<file path="src/rtl/efhs_pkg.sv">
`default_nettype none

package efhs_pkg;

  // Input transaction: one packet header's flow key and the next-hop count.
  typedef struct packed {
    logic [31:0] src_ip;
    logic [31:0] dst_ip;
    logic [7:0]  protocol;
    logic [15:0] src_port;
    logic [15:0] dst_port;
    logic [6:0]  path_count;
  } efhs_in_t;

  // Result transaction.
  typedef struct packed {
    logic [5:0]  path_index;
    logic [31:0] hash_value;
    logic        bad_protocol;
  } efhs_out_t;

  // Control that travels alongside the hash through both pipelines.
  typedef struct packed {
    logic       proto_ok;
    logic [6:0] divisor;
  } efhs_side_t;

  // Supported protocol numbers.
  localparam logic [7:0] PROTO_TCP  = 8'h06;
  localparam logic [7:0] PROTO_UDP  = 8'h11;
  localparam logic [7:0] PROTO_ACK  = 8'hFC;
  localparam logic [7:0] PROTO_NACK = 8'hFD;

  // MurmurHash3 x86_32 constants.
  localparam logic [31:0] MM_C1      = 32'hcc9e2d51;
  localparam logic [31:0] MM_C2      = 32'h1b873593;
  localparam logic [31:0] MM_MIX_ADD = 32'he6546b64;
  localparam logic [31:0] MM_FMIX1   = 32'h85ebca6b;
  localparam logic [31:0] MM_FMIX2   = 32'hc2b2ae35;
  localparam logic [31:0] KEY_BYTES  = 32'd12;

  // Pipeline geometry.
  localparam int HASH_STAGES    = 8;
  localparam int MOD_STAGES     = 4;
  localparam int BITS_PER_STAGE = 8;
  localparam int LATENCY        = HASH_STAGES + MOD_STAGES;

  function automatic logic [31:0] rotl15(input logic [31:0] x);
    rotl15 = {x[16:0], x[31:17]};
  endfunction

  function automatic logic [31:0] rotl13(input logic [31:0] x);
    rotl13 = {x[18:0], x[31:19]};
  endfunction

  // One body round on the hash state: xor in the key, rotate, times five, add.
  function automatic logic [31:0] mix_h(input logic [31:0] h, input logic [31:0] k);
    logic [31:0] x;
    x = rotl13(h ^ k);
    mix_h = x + {x[29:0], 2'b00} + MM_MIX_ADD;
  endfunction

  // Eight restoring remainder steps, dividend bits taken MSB first.
  function automatic logic [6:0] rem_step(input logic [6:0] r_in,
                                          input logic [6:0] d,
                                          input logic [7:0] bits);
    logic [7:0] t;
    logic [6:0] r;
    r = r_in;
    for (int i = 7; i >= 0; i--) begin
      t = {r, bits[i]};
      if (t >= {1'b0, d}) begin
        t = t - {1'b0, d};
      end
      r = t[6:0];
    end
    rem_step = r;
  endfunction

endpackage

`default_nettype wire

</file>
<file path="src/rtl/efhs_mod.sv">
`default_nettype none

module efhs_mod (
  input  wire logic                 clk,
  input  wire logic                 rst_n,
  input  wire logic                 in_valid,
  input  wire logic [31:0]          in_hash,
  input  wire efhs_pkg::efhs_side_t in_side,
  output logic                      out_valid,
  output efhs_pkg::efhs_out_t       out_item
);
  import efhs_pkg::*;

  logic [MOD_STAGES-1:0] v_r;
  logic [6:0]            r_r    [MOD_STAGES];
  logic [31:0]           hash_r [MOD_STAGES];
  efhs_side_t            side_r [MOD_STAGES];

  always_ff @(posedge clk) begin
    if (!rst_n) begin
      v_r <= '0;
    end else begin
      v_r <= {v_r[MOD_STAGES-2:0], in_valid};
    end
  end

  // Each stage retires one byte of the hash into the running remainder.
  always_ff @(posedge clk) begin
    r_r[0]    <= rem_step(7'd0, in_side.divisor,
                          in_hash[31 -: BITS_PER_STAGE]);
    hash_r[0] <= in_hash;
    side_r[0] <= in_side;
    for (int s = 1; s < MOD_STAGES; s++) begin
      r_r[s]    <= rem_step(r_r[s-1], side_r[s-1].divisor,
                            hash_r[s-1][31 - s*BITS_PER_STAGE -: BITS_PER_STAGE]);
      hash_r[s] <= hash_r[s-1];
      side_r[s] <= side_r[s-1];
    end
  end

  // A bad protocol or a zero count selects path zero.
  always_comb begin
    out_item.hash_value   = hash_r[MOD_STAGES-1];
    out_item.bad_protocol = !side_r[MOD_STAGES-1].proto_ok;
    if (side_r[MOD_STAGES-1].proto_ok && (side_r[MOD_STAGES-1].divisor != 7'd0)) begin
      out_item.path_index = r_r[MOD_STAGES-1][5:0];
    end else begin
      out_item.path_index = 6'd0;
    end
  end

  assign out_valid = v_r[MOD_STAGES-1];

endmodule

`default_nettype wire

</file>
<file path="config.mk">
export PLATFORM = sky130hd
export DESIGN_NAME = efhs_mod
export DESIGN_NICKNAME = d
export VERILOG_FILES = /design/src/rtl/efhs_pkg.sv /design/src/rtl/efhs_mod.sv
export SDC_FILE = /design/constraint.sdc
export NUM_CORES = 1
export LEC_CHECK = 0
export ABC_AREA = 0
export BUFFER_PORTS_ARGS = -buffer_cell sky130_fd_sc_hd__clkbuf_2
export CAP_MARGIN = 20
export CORE_MARGIN = 3
export CORE_UTILIZATION = 40
export DETAILED_ROUTE_END_ITERATION = 8
export GPL_ROUTABILITY_DRIVEN = 1
export SETUP_SLACK_MARGIN = 0.5
export SLEW_MARGIN = 10
export SYNTH_ARGS = -nofsm -noshare
export SYNTH_HDL_FRONTEND = slang
export SYNTH_SLANG_ARGS = --single-unit
</file>
<file path="constraint.sdc">
create_clock -name clk -period 23.7 [get_ports clk]
set_input_delay 5.925 -clock clk [delete_from_list [all_inputs] [get_ports clk]]
set_output_delay 5.925 -clock clk [all_outputs]
set_load 0.01 [all_outputs]
</file>
==> results.sh, run 1 <==
export IMPL_min_delay_path_depth=0
export IMPL_synth_top_cell_area_share_pct=24.3
export IMPL_slowest_delay_ns=0.61
export IMPL_worstPathArrival_ns=21.97
export IMPL_startpoint="in_side[1]"
export IMPL_place_gp_congestion=0.864
export IMPL_dp_cells=2347
export IMPL_wirelength_mm=38.1
export IMPL_grt_max_degree=22
export IMPL_layoutNonFillerInstCount=2379
export IMPL_hpwl_mm=29.7
export IMPL_cts_path_max_buffers=2
export IMPL_seq_area_frac_synth_pct=24.3
export IMPL_overflow=0
export IMPL_die_w_um=204
export IMPL_clk_pin_slew_ns=0.08
export IMPL_ys_ff_latch=191
export IMPL_n_antenna_cell=0
export IMPL_fin_skew_ns=0.00878
export IMPL_synth_main_ff_cell="dfxtp_1"
export IMPL_die_h_um=204
export IMPL_slew_viol_final=0
export IMPL_worstHoldStart="hash_r[1][17]"
export IMPL_port_buffers=82
export IMPL_clockRootBuffer="clkbuf_16"
export IMPL_via_per_inst=5.42
export IMPL_hold_viol_final=0
export IMPL_drt_first_pass_iters=5
export IMPL_track_usage_pct=18.3
export IMPL_reg2regPathDepth=79
export IMPL_areaGrowthSynthToFinish_pct=10.4
export IMPL_synth_edf_count=0
export IMPL_status="finished, final reports clean"
export IMPL_cts_tree="done"
export IMPL_min_period_ns=21.61
export IMPL_finalNetCount=2141
export IMPL_rows=72
export IMPL_dieArea_um2=41700
export IMPL_critPathKind="in -> reg"
export IMPL_setup_viol=0
export IMPL_post_cts_buffers=0
export IMPL_synth_async_sr_flop_share_pct=0
export IMPL_initial_utilization_pct=40.6
export IMPL_cp_slowest_cell="or4_4"
export IMPL_cts_hold_buf=0
export IMPL_ys_types=90
export IMPL_endpoint_kind="flop"
export IMPL_vias=12900
export IMPL_crit_top_cell="o21ai_0"
export IMPL_syn_area_um2=15700
export IMPL_r2r_start="side_r[0][0]"
export IMPL_crit_fanout=10
export IMPL_relSlewSlack_pct=36.0
export IMPL_fin_crit_sh_pct=91.2
export IMPL_netlist_instances=1760
export IMPL_coreArea_um2=38700
export IMPL_grt_pass1_wl_mm=62.2
export IMPL_final_cell_mix="219 x ha_1, 191 x dfxtp_1, 167 x inv_1, 110 x nor2_1, 108 x o21ai_0"
export IMPL_critPathLaunchType="primary input"
export IMPL_wl_per_cell_um=16.0
export IMPL_antenna_found_initial=0
export IMPL_syn_area_per_cell_um2=8.94
export IMPL_cts_max_level=4
export IMPL_critPathRequiredTime_ns=24.06
export IMPL_layout_commonest_cell="ha_1"
export IMPL_pin_count=83
export IMPL_ys_warnings_count=0
export IMPL_yosys_area_top_type="dfxtp_1"
export IMPL_rsz0062_at_grt="no"
export IMPL_tightest_slew_ns=0.960
export IMPL_numCtsBuffers=17
export IMPL_clkSinkCount=191
export IMPL_synth_nets=2053
export IMPL_drc=0
export IMPL_grt_pass1_vias=12700
export IMPL_drtIter0Drc=698
export IMPL_ant_nets=0
export IMPL_maxCapViolCount=0
export IMPL_clkLatencyLatePin_ns=0.47
export IMPL_tns_ns=0
export IMPL_drive_gt1_share_pct=12.3
export IMPL_worst_hold_path_type="reg -> reg"
export IMPL_fmax_mhz=46.3
export IMPL_yosys_top_cells_area="dfxtp_1 24%, ha_1 17%, mux2_2 4.8%"
[critical path: cells and delay by family]
| kind | cells | cell delay (ns) |
|---|---|---|
| compound gates | 37 | 8.02 |
| fa+ha+maj | 7 | 2.24 |
| buf+inv | 3 | 0.45 |
| mux | 8 | 2.43 |
| simple gates | 13 | 2.88 |
[kinds of logic (layout without fill, tap and decap cells)]
kind of cell / after synthesis / in the layout / synth area share [%]
mux: 130 / 130 / 9.27
flops: 191 / 191 / 24.3
xor+xnor: 110 / 110 / 6.12
fa+ha+maj: 250 / 250 / 21.4
compound gates: 457 / 457 / 20.2
buf+inv: 184 / 285 / 4.51
simple gates: 438 / 438 / 14.2
[synth_stat cells, drive strengths merged (9+ instances only)]
library cell,number
nor2b,53
nand2b,26
ha,219
o21ai,111
o31a,14
o21a,26
fa,31
clkbuf,11
mux2,78
xnor2,76
o211ai,14
nor2,110
nor3,24
a21oi,97
a221o,14
and3,11
a21o,58
nand3,20
dfxtp,191
a21boi,15
and2,21
nand2,99
mux2i,52
a211oi,15
xor2,34
o31ai,9
inv,168
nand4,28
or3,12
o221ai,9
o21bai,13
[flip-flops by register name, indices dropped and copies added (netlist names)]
signal and cells:
r_r 27, v_r 4, side_r 32, hash_r 128
[through the flow]
stage	util (%)	hold slack [ns]	setup slack, ns	area (um^2)
6_report	44.8	0.323	2.09	17400
5_1_grt	44.8	0.326	0.556	17400
4_1_cts	44.8	0.323	2.14	17400
3_5_place_dp	43.2	0.312	1.70	16700
3_3_place_gp	43.2	0.310	2.15	16700
2_1_floorplan	-	0.310	3.92	15700
[final cells by class]
class	instances	area (um^2)
Clock buffer	17	425
Timing Repair Buffer	85	433
Inverter	168	631
Tap cell	518	648
Fill cell	3797	21400
Multi-Input combinational cell	1385	11200
Sequential cell	191	3820
Clock inverter	15	196
[routing by layer]
layer | vias up | share of wire [%] | track usage [%]
met5 | - | 0 | 0
met4 | 0 | 2.4 | 6.14
met3 | 65 | 3.2 | 2.61
met2 | 238 | 47 | 31.5
met1 | 6039 | 47 | 23.6
li1 | 6549 | - | -
[repair_timing]
action,4_1_cts,5_1_grt
endpoints found under the setup margin,0,6
gates resized for setup,0,1
hold endpoints to repair,0,0
[worst paths after layout]
check | endpoint | slack (ns)
worst max-delay path | r_r[0][6] | 2.09
worst max register to register | r_r[1][5] | 3.67
worst min register to register | hash_r[2][17] | 0.32
worst min-delay path | hash_r[2][17] | 0.32
Power of run 1 is not shown: default switching activity piles up to over one toggle a cycle in this logic, so the estimate is an artifact.
==> run 2: changes to the inputs <==
--- a/config.mk
+++ b/config.mk
@@ -8,7 +8,7 @@
 export ABC_AREA = 0
 export BUFFER_PORTS_ARGS = -buffer_cell sky130_fd_sc_hd__clkbuf_2
 export CAP_MARGIN = 20
-export CORE_MARGIN = 3
+export CORE_MARGIN = 10
 export CORE_UTILIZATION = 40
 export DETAILED_ROUTE_END_ITERATION = 8
 export GPL_ROUTABILITY_DRIVEN = 1
==> run 2 against run 1 <==
Net effect:
- final cell count did not move
- register-to-register slack improved by 0.10 ns
- worst hold slack better by 0.0033 ns
- utilization barely moved
- highest routed layer unchanged
==> results.sh, run 2 (synthesis gave the netlist of run 1 again) <==
export IMPL_n_antenna_cell=0
export IMPL_use_met3_pct=2.42
export IMPL_worstPathArrival_ns=22.05
export IMPL_r2r_start="side_r[0][0]"
export IMPL_post_cts_buffers=0
export IMPL_cts_resized=0
export IMPL_track_usage_pct=16.2
export IMPL_numCtsBuffers=17
export IMPL_grt_pass1_wl_mm=63.3
export IMPL_drive_gt1_share_pct=12.2
export IMPL_die_h_um=218
export IMPL_rsz0062_at_grt="no"
export IMPL_cp_depth=68
export IMPL_clk_pin_slew_ns=0.08
export IMPL_tightest_slew_ns=0.954
export IMPL_antenna_found_initial=0
export IMPL_cts_max_level=4
export IMPL_endpoint_kind="flop"
export IMPL_largest_reg_flops=128
export IMPL_dp_slack_ns=1.77
export IMPL_tns_ns=0
export IMPL_areaGrowthSynthToFinish_pct=10.3
export IMPL_cts_path_max_buffers=2
export IMPL_top_regs="hash_r x128, side_r x32, r_r x27"
export IMPL_wirelength_mm=38.7
export IMPL_crit_path_end="r_r[0][5]"
export IMPL_r2r_end="r_r[1][6]"
export IMPL_finalNetCount=2141
export IMPL_drc=0
export IMPL_hpwl_mm=30.3
export IMPL_cp_top_family="compound AO/OA/AOI/OAI gates"
export IMPL_drt_first_pass_iters=5
export IMPL_reg2regPathDepth=79
export IMPL_cts_hold_buf=0
export IMPL_coreArea_um2=38700
export IMPL_min_period_ns=21.70
export IMPL_slew_viol_final=0
export IMPL_fin_skew_ns=0.0115
export IMPL_clkLatencyLatePin_ns=0.46
export IMPL_grt_util_met1_pct=20.1
export IMPL_layout_setup_ws_ns=2.00
export IMPL_port_buffers=82
export IMPL_status="finished, final reports clean"
export IMPL_startpoint="in_side[1]"
export IMPL_slowest_delay_ns=0.67
export IMPL_relSlewSlack_pct=36.4
export IMPL_initial_utilization_pct=40.6
export IMPL_crit_fanout=10
export IMPL_clkSinkCount=191
export IMPL_critPathBufInv=4
export IMPL_hold_viol_final=0
export IMPL_critPathKind="in -> reg"
export IMPL_cp_slowest_cell="nor4b_1"
export IMPL_regMostFlops="hash_r"
export IMPL_maxCapViolCount=0
export IMPL_worst_hold_path_type="reg -> reg"
export IMPL_fin_crit_sh_pct=91.5
export IMPL_ff2ff_setup_slack_ns=3.77
export IMPL_crit_top_cell="o21ai_0"
export IMPL_top_usage_layer="met2"
export IMPL_vias=12900
export IMPL_rows=72
export IMPL_overflow=0
export IMPL_fin_util_pct=44.8
export IMPL_critPathRequiredTime_ns=24.06
export IMPL_layout_commonest_cell="ha_1"
export IMPL_dieArea_um2=47700
export IMPL_via_per_inst=5.42
export IMPL_clockRootBuffer="clkbuf_16"
export IMPL_pin_count=83
export IMPL_die_w_um=218
export IMPL_fmax_mhz=46.1
export IMPL_drtIter0Drc=710
export IMPL_wl_per_cell_um=16.3
export IMPL_cts_tree="done"
export IMPL_grt_max_degree=22
export IMPL_grt_pass1_vias=12800
export IMPL_critPathLaunchType="primary input"
export IMPL_final_cell_mix="219 x ha_1, 191 x dfxtp_1, 167 x inv_1, 110 x nor2_1, 108 x o21ai_0"
export IMPL_grt_use_met2_pct=28.1
export IMPL_place_gp_congestion=0.865
export IMPL_ant_nets=0
export IMPL_setup_viol=0
[run 2: cell types whose count changed in the layout (fill, tap and decap cells not counted), sizes merged]
cell	previous run	this run
clkinv	9	8
clkinvlp	0	1
[run 2: area by class of cell]
type                            count  area (um^2)
Fill cell                        3793        21400
Multi-Input combinational cell   1385        11200
Sequential cell                   191         3820
Clock inverter                     15          188
Tap cell                          518          648
Clock buffer                       17          425
Inverter                          168          631
Timing Repair Buffer               85          433
[run 2: layer usage]
metal	part of all wire, %	wire length, um	vias to the layer above
li1	-	-	6532
met1	47	18100	6126
met2	48	18700	197
met3	3.0	1160	41
met4	1.7	646	0
met5	0	0	-
[run 2: per-stage QoR]
step | instance area (um^2) | cells | hold slack, ns
floorplan | 15700 | 1760 | 0.310
global placement | 16700 | 2347 | 0.310
detailed placement | 16700 | 2347 | 0.312
CTS | 17300 | 2379 | 0.326
global route | 17300 | 2379 | 0.331
finish | 17300 | 2379 | 0.326
[run 2: how the worst min path moves through the flow]
stage             startpoint       endpoint  depth (start not counted)
2_1_floorplan   hash_r[0][0]   hash_r[1][0]                          0
3_3_place_gp   hash_r[1][19]  hash_r[2][19]                          0
3_5_place_dp   hash_r[0][11]  hash_r[1][11]                          0
4_1_cts        hash_r[0][12]  hash_r[1][12]                          0
5_1_grt         hash_r[1][0]   hash_r[2][0]                          0
6_report       hash_r[2][19]  hash_r[3][19]                          0
Power of run 2 is left out for the same reason.
==> run 3: changes to the inputs <==
--- a/config.mk
+++ b/config.mk
@@ -12,6 +12,7 @@
 export CORE_UTILIZATION = 40
 export DETAILED_ROUTE_END_ITERATION = 8
 export GPL_ROUTABILITY_DRIVEN = 1
+export PLACE_DENSITY_LB_ADDON = 0.1
 export SETUP_SLACK_MARGIN = 0.5
 export SLEW_MARGIN = 10
 export SYNTH_ARGS = -nofsm -noshare
==> run 3 against run 2 <==
Net effect:
- via count shrank 1.5%
- clock-buffer cell count grew 1
- global-route usage grew 0.32 points
- sequential share of layout area is essentially flat
- worst hold slack lost 0.0061 ns
- non-clock buffer count is the same
- clock skew grew 0.00097 ns
- maximum frequency grew 0.63%
- utilization is essentially flat
- setup slack gained 0.14 ns
- first-iteration DRC count shrank 3.5%
- die area is the same
- critical endpoint is now r_r[0][3]
- largest cell class unchanged
- highest routed layer unchanged
==> results.sh, run 3 (synthesis gave the netlist of run 1 again) <==
export IMPL_status="finished, final reports clean"
export IMPL_clk_pin_slew_ns=0.07
export IMPL_wl_met3_mm=1.20
export IMPL_final_cell_mix="219 x ha_1, 191 x dfxtp_1, 167 x inv_1, 110 x nor2_1, 108 x o21ai_0"
export IMPL_wl_met2_mm=18.8
export IMPL_die_w_um=218
export IMPL_fin_skew_ns=0.0125
export IMPL_cts_tree="done"
export IMPL_regMostFlops="hash_r"
export IMPL_seq_area_um2=3820
export IMPL_coreArea_um2=38700
export IMPL_multi_input_area_um2=11200
export IMPL_setup_viol=0
export IMPL_areaGrowthSynthToFinish_pct=10.2
export IMPL_ant_nets=0
export IMPL_grt_pass1_vias=12400
export IMPL_drt_first_pass_iters=5
export IMPL_maxCapViolCount=0
export IMPL_largest_reg_flops=128
export IMPL_wl_per_cell_um=16.5
export IMPL_crit_top_cell="o21ai_0"
export IMPL_min_delay_path_depth=0
export IMPL_clkSinkCount=191
export IMPL_track_usage_pct=16.5
export IMPL_slew_viol_final=0
export IMPL_endpoint_kind="flop"
export IMPL_cp_top_family="compound AO/OA/AOI/OAI gates"
export IMPL_n_antenna_cell=0
export IMPL_die_h_um=218
export IMPL_tightest_slew_ns=0.932
export IMPL_hpwl_mm=30.7
export IMPL_dieArea_um2=47700
export IMPL_routed_top_layer="met4"
export IMPL_vias=12700
export IMPL_numCtsBuffers=17
export IMPL_layout_commonest_cell="ha_1"
export IMPL_port_buffers=82
export IMPL_cts_resized=0
export IMPL_crit_fanout=10
export IMPL_grt_max_degree=18
export IMPL_finalNetCount=2141
export IMPL_slowest_delay_ns=0.67
export IMPL_rsz0062_at_grt="no"
export IMPL_cp_depth=68
export IMPL_fin_crit_sh_pct=91.0
export IMPL_post_cts_buffers=0
export IMPL_critPathLaunchType="primary input"
export IMPL_hold_viol_final=0
export IMPL_cts_max_level=4
export IMPL_grt_pass1_wl_mm=63.5
export IMPL_initial_utilization_pct=40.6
export IMPL_pin_count=83
export IMPL_critPathKind="in -> reg"
export IMPL_cts_hold_buf=0
export IMPL_wirelength_met1_mm=18.6
export IMPL_tns_ns=0
export IMPL_cts_path_max_buffers=2
export IMPL_worstPathArrival_ns=21.93
export IMPL_nFillCells=3856
export IMPL_rows=72
export IMPL_layoutNonFillerInstCount=2378
export IMPL_fmax_mhz=46.4
export IMPL_reg2regPathDepth=79
export IMPL_relSlewSlack_pct=37.9
export IMPL_cp_slowest_cell="nor4b_1"
export IMPL_critPathBufInv=5
export IMPL_drc=0
export IMPL_min_period_ns=21.56
export IMPL_clockRootBuffer="clkbuf_16"
export IMPL_critPathRequiredTime_ns=24.07
export IMPL_top_regs="hash_r x128, side_r x32, r_r x27"
export IMPL_dp_cells=2347
export IMPL_drive_gt1_share_pct=12.1
export IMPL_antenna_found_initial=0
export IMPL_drtIter0Drc=685
export IMPL_clkLatencyLatePin_ns=0.48
export IMPL_wirelength_mm=39.1
export IMPL_via_per_inst=5.34
export IMPL_overflow=0
export IMPL_place_gp_congestion=0.848
export IMPL_worst_hold_path_type="reg -> reg"
## run 3: changes by cell type in the layout (fill, tap and decap cells not counted), moves of 2 or more
| cell | previous run | this run |
|---|---|---|
| clkinv_8 | 6 | 0 |
| bufinv_16 | 0 | 3 |
| clkinv_4 | 2 | 0 |
| clkinvlp_4 | 1 | 3 |
## run 3: layout make-up
class | count | area share, %
multi-input cells | 1385 | 64.6
flip-flops and latches | 191 | 22.1
well taps | 518 | 3.74
inverters | 168 | 3.64
repair buffers | 85 | 2.50
clock buffers | 18 | 2.48
clock inverters | 13 | 1.01
## run 3: through the flow
step                utilization (%)  setup WS [ns]  hold slack [ns]  cell area (um^2)
global route                   44.8          0.555            0.327             17300
floorplan                         -           3.92            0.310             15700
finish                         44.8           2.14            0.320             17300
CTS                            44.8           2.23            0.321             17300
detailed placement             43.2           1.77            0.312             16700
global placement               43.2           2.01            0.310             16700
## run 3: path summary, 6_finish.rpt
check | start | end | slack [ns]
worst min register to register | hash_r[0][4] | hash_r[1][4] | 0.32
worst min-delay path | hash_r[0][4] | hash_r[1][4] | 0.32
worst max-delay path | in_side[1] | r_r[0][3] | 2.14
worst max register to register | side_r[0][0] | r_r[1][6] | 3.71
## run 3: worst reg2reg max path, delay by kind of cell, from the launching register on
kind	cells	cell delay (ns)
muxes	3	1.12
DFF	1	0.75
buffers and inverters	2	0.11
AOI/OAI and AO/OA	45	10.06
adders and majority gates	9	3.32
and+or+nand+nor	20	4.50
## run 3: layer usage
metal  vias to the layer above  GRT usage, %
met5                         -             0
met4                         0          4.42
met3                        32          3.22
met2                       161          27.9
met1                      5975          21.0
li1                       6529             -
Power of run 3 is left out for the same reason.
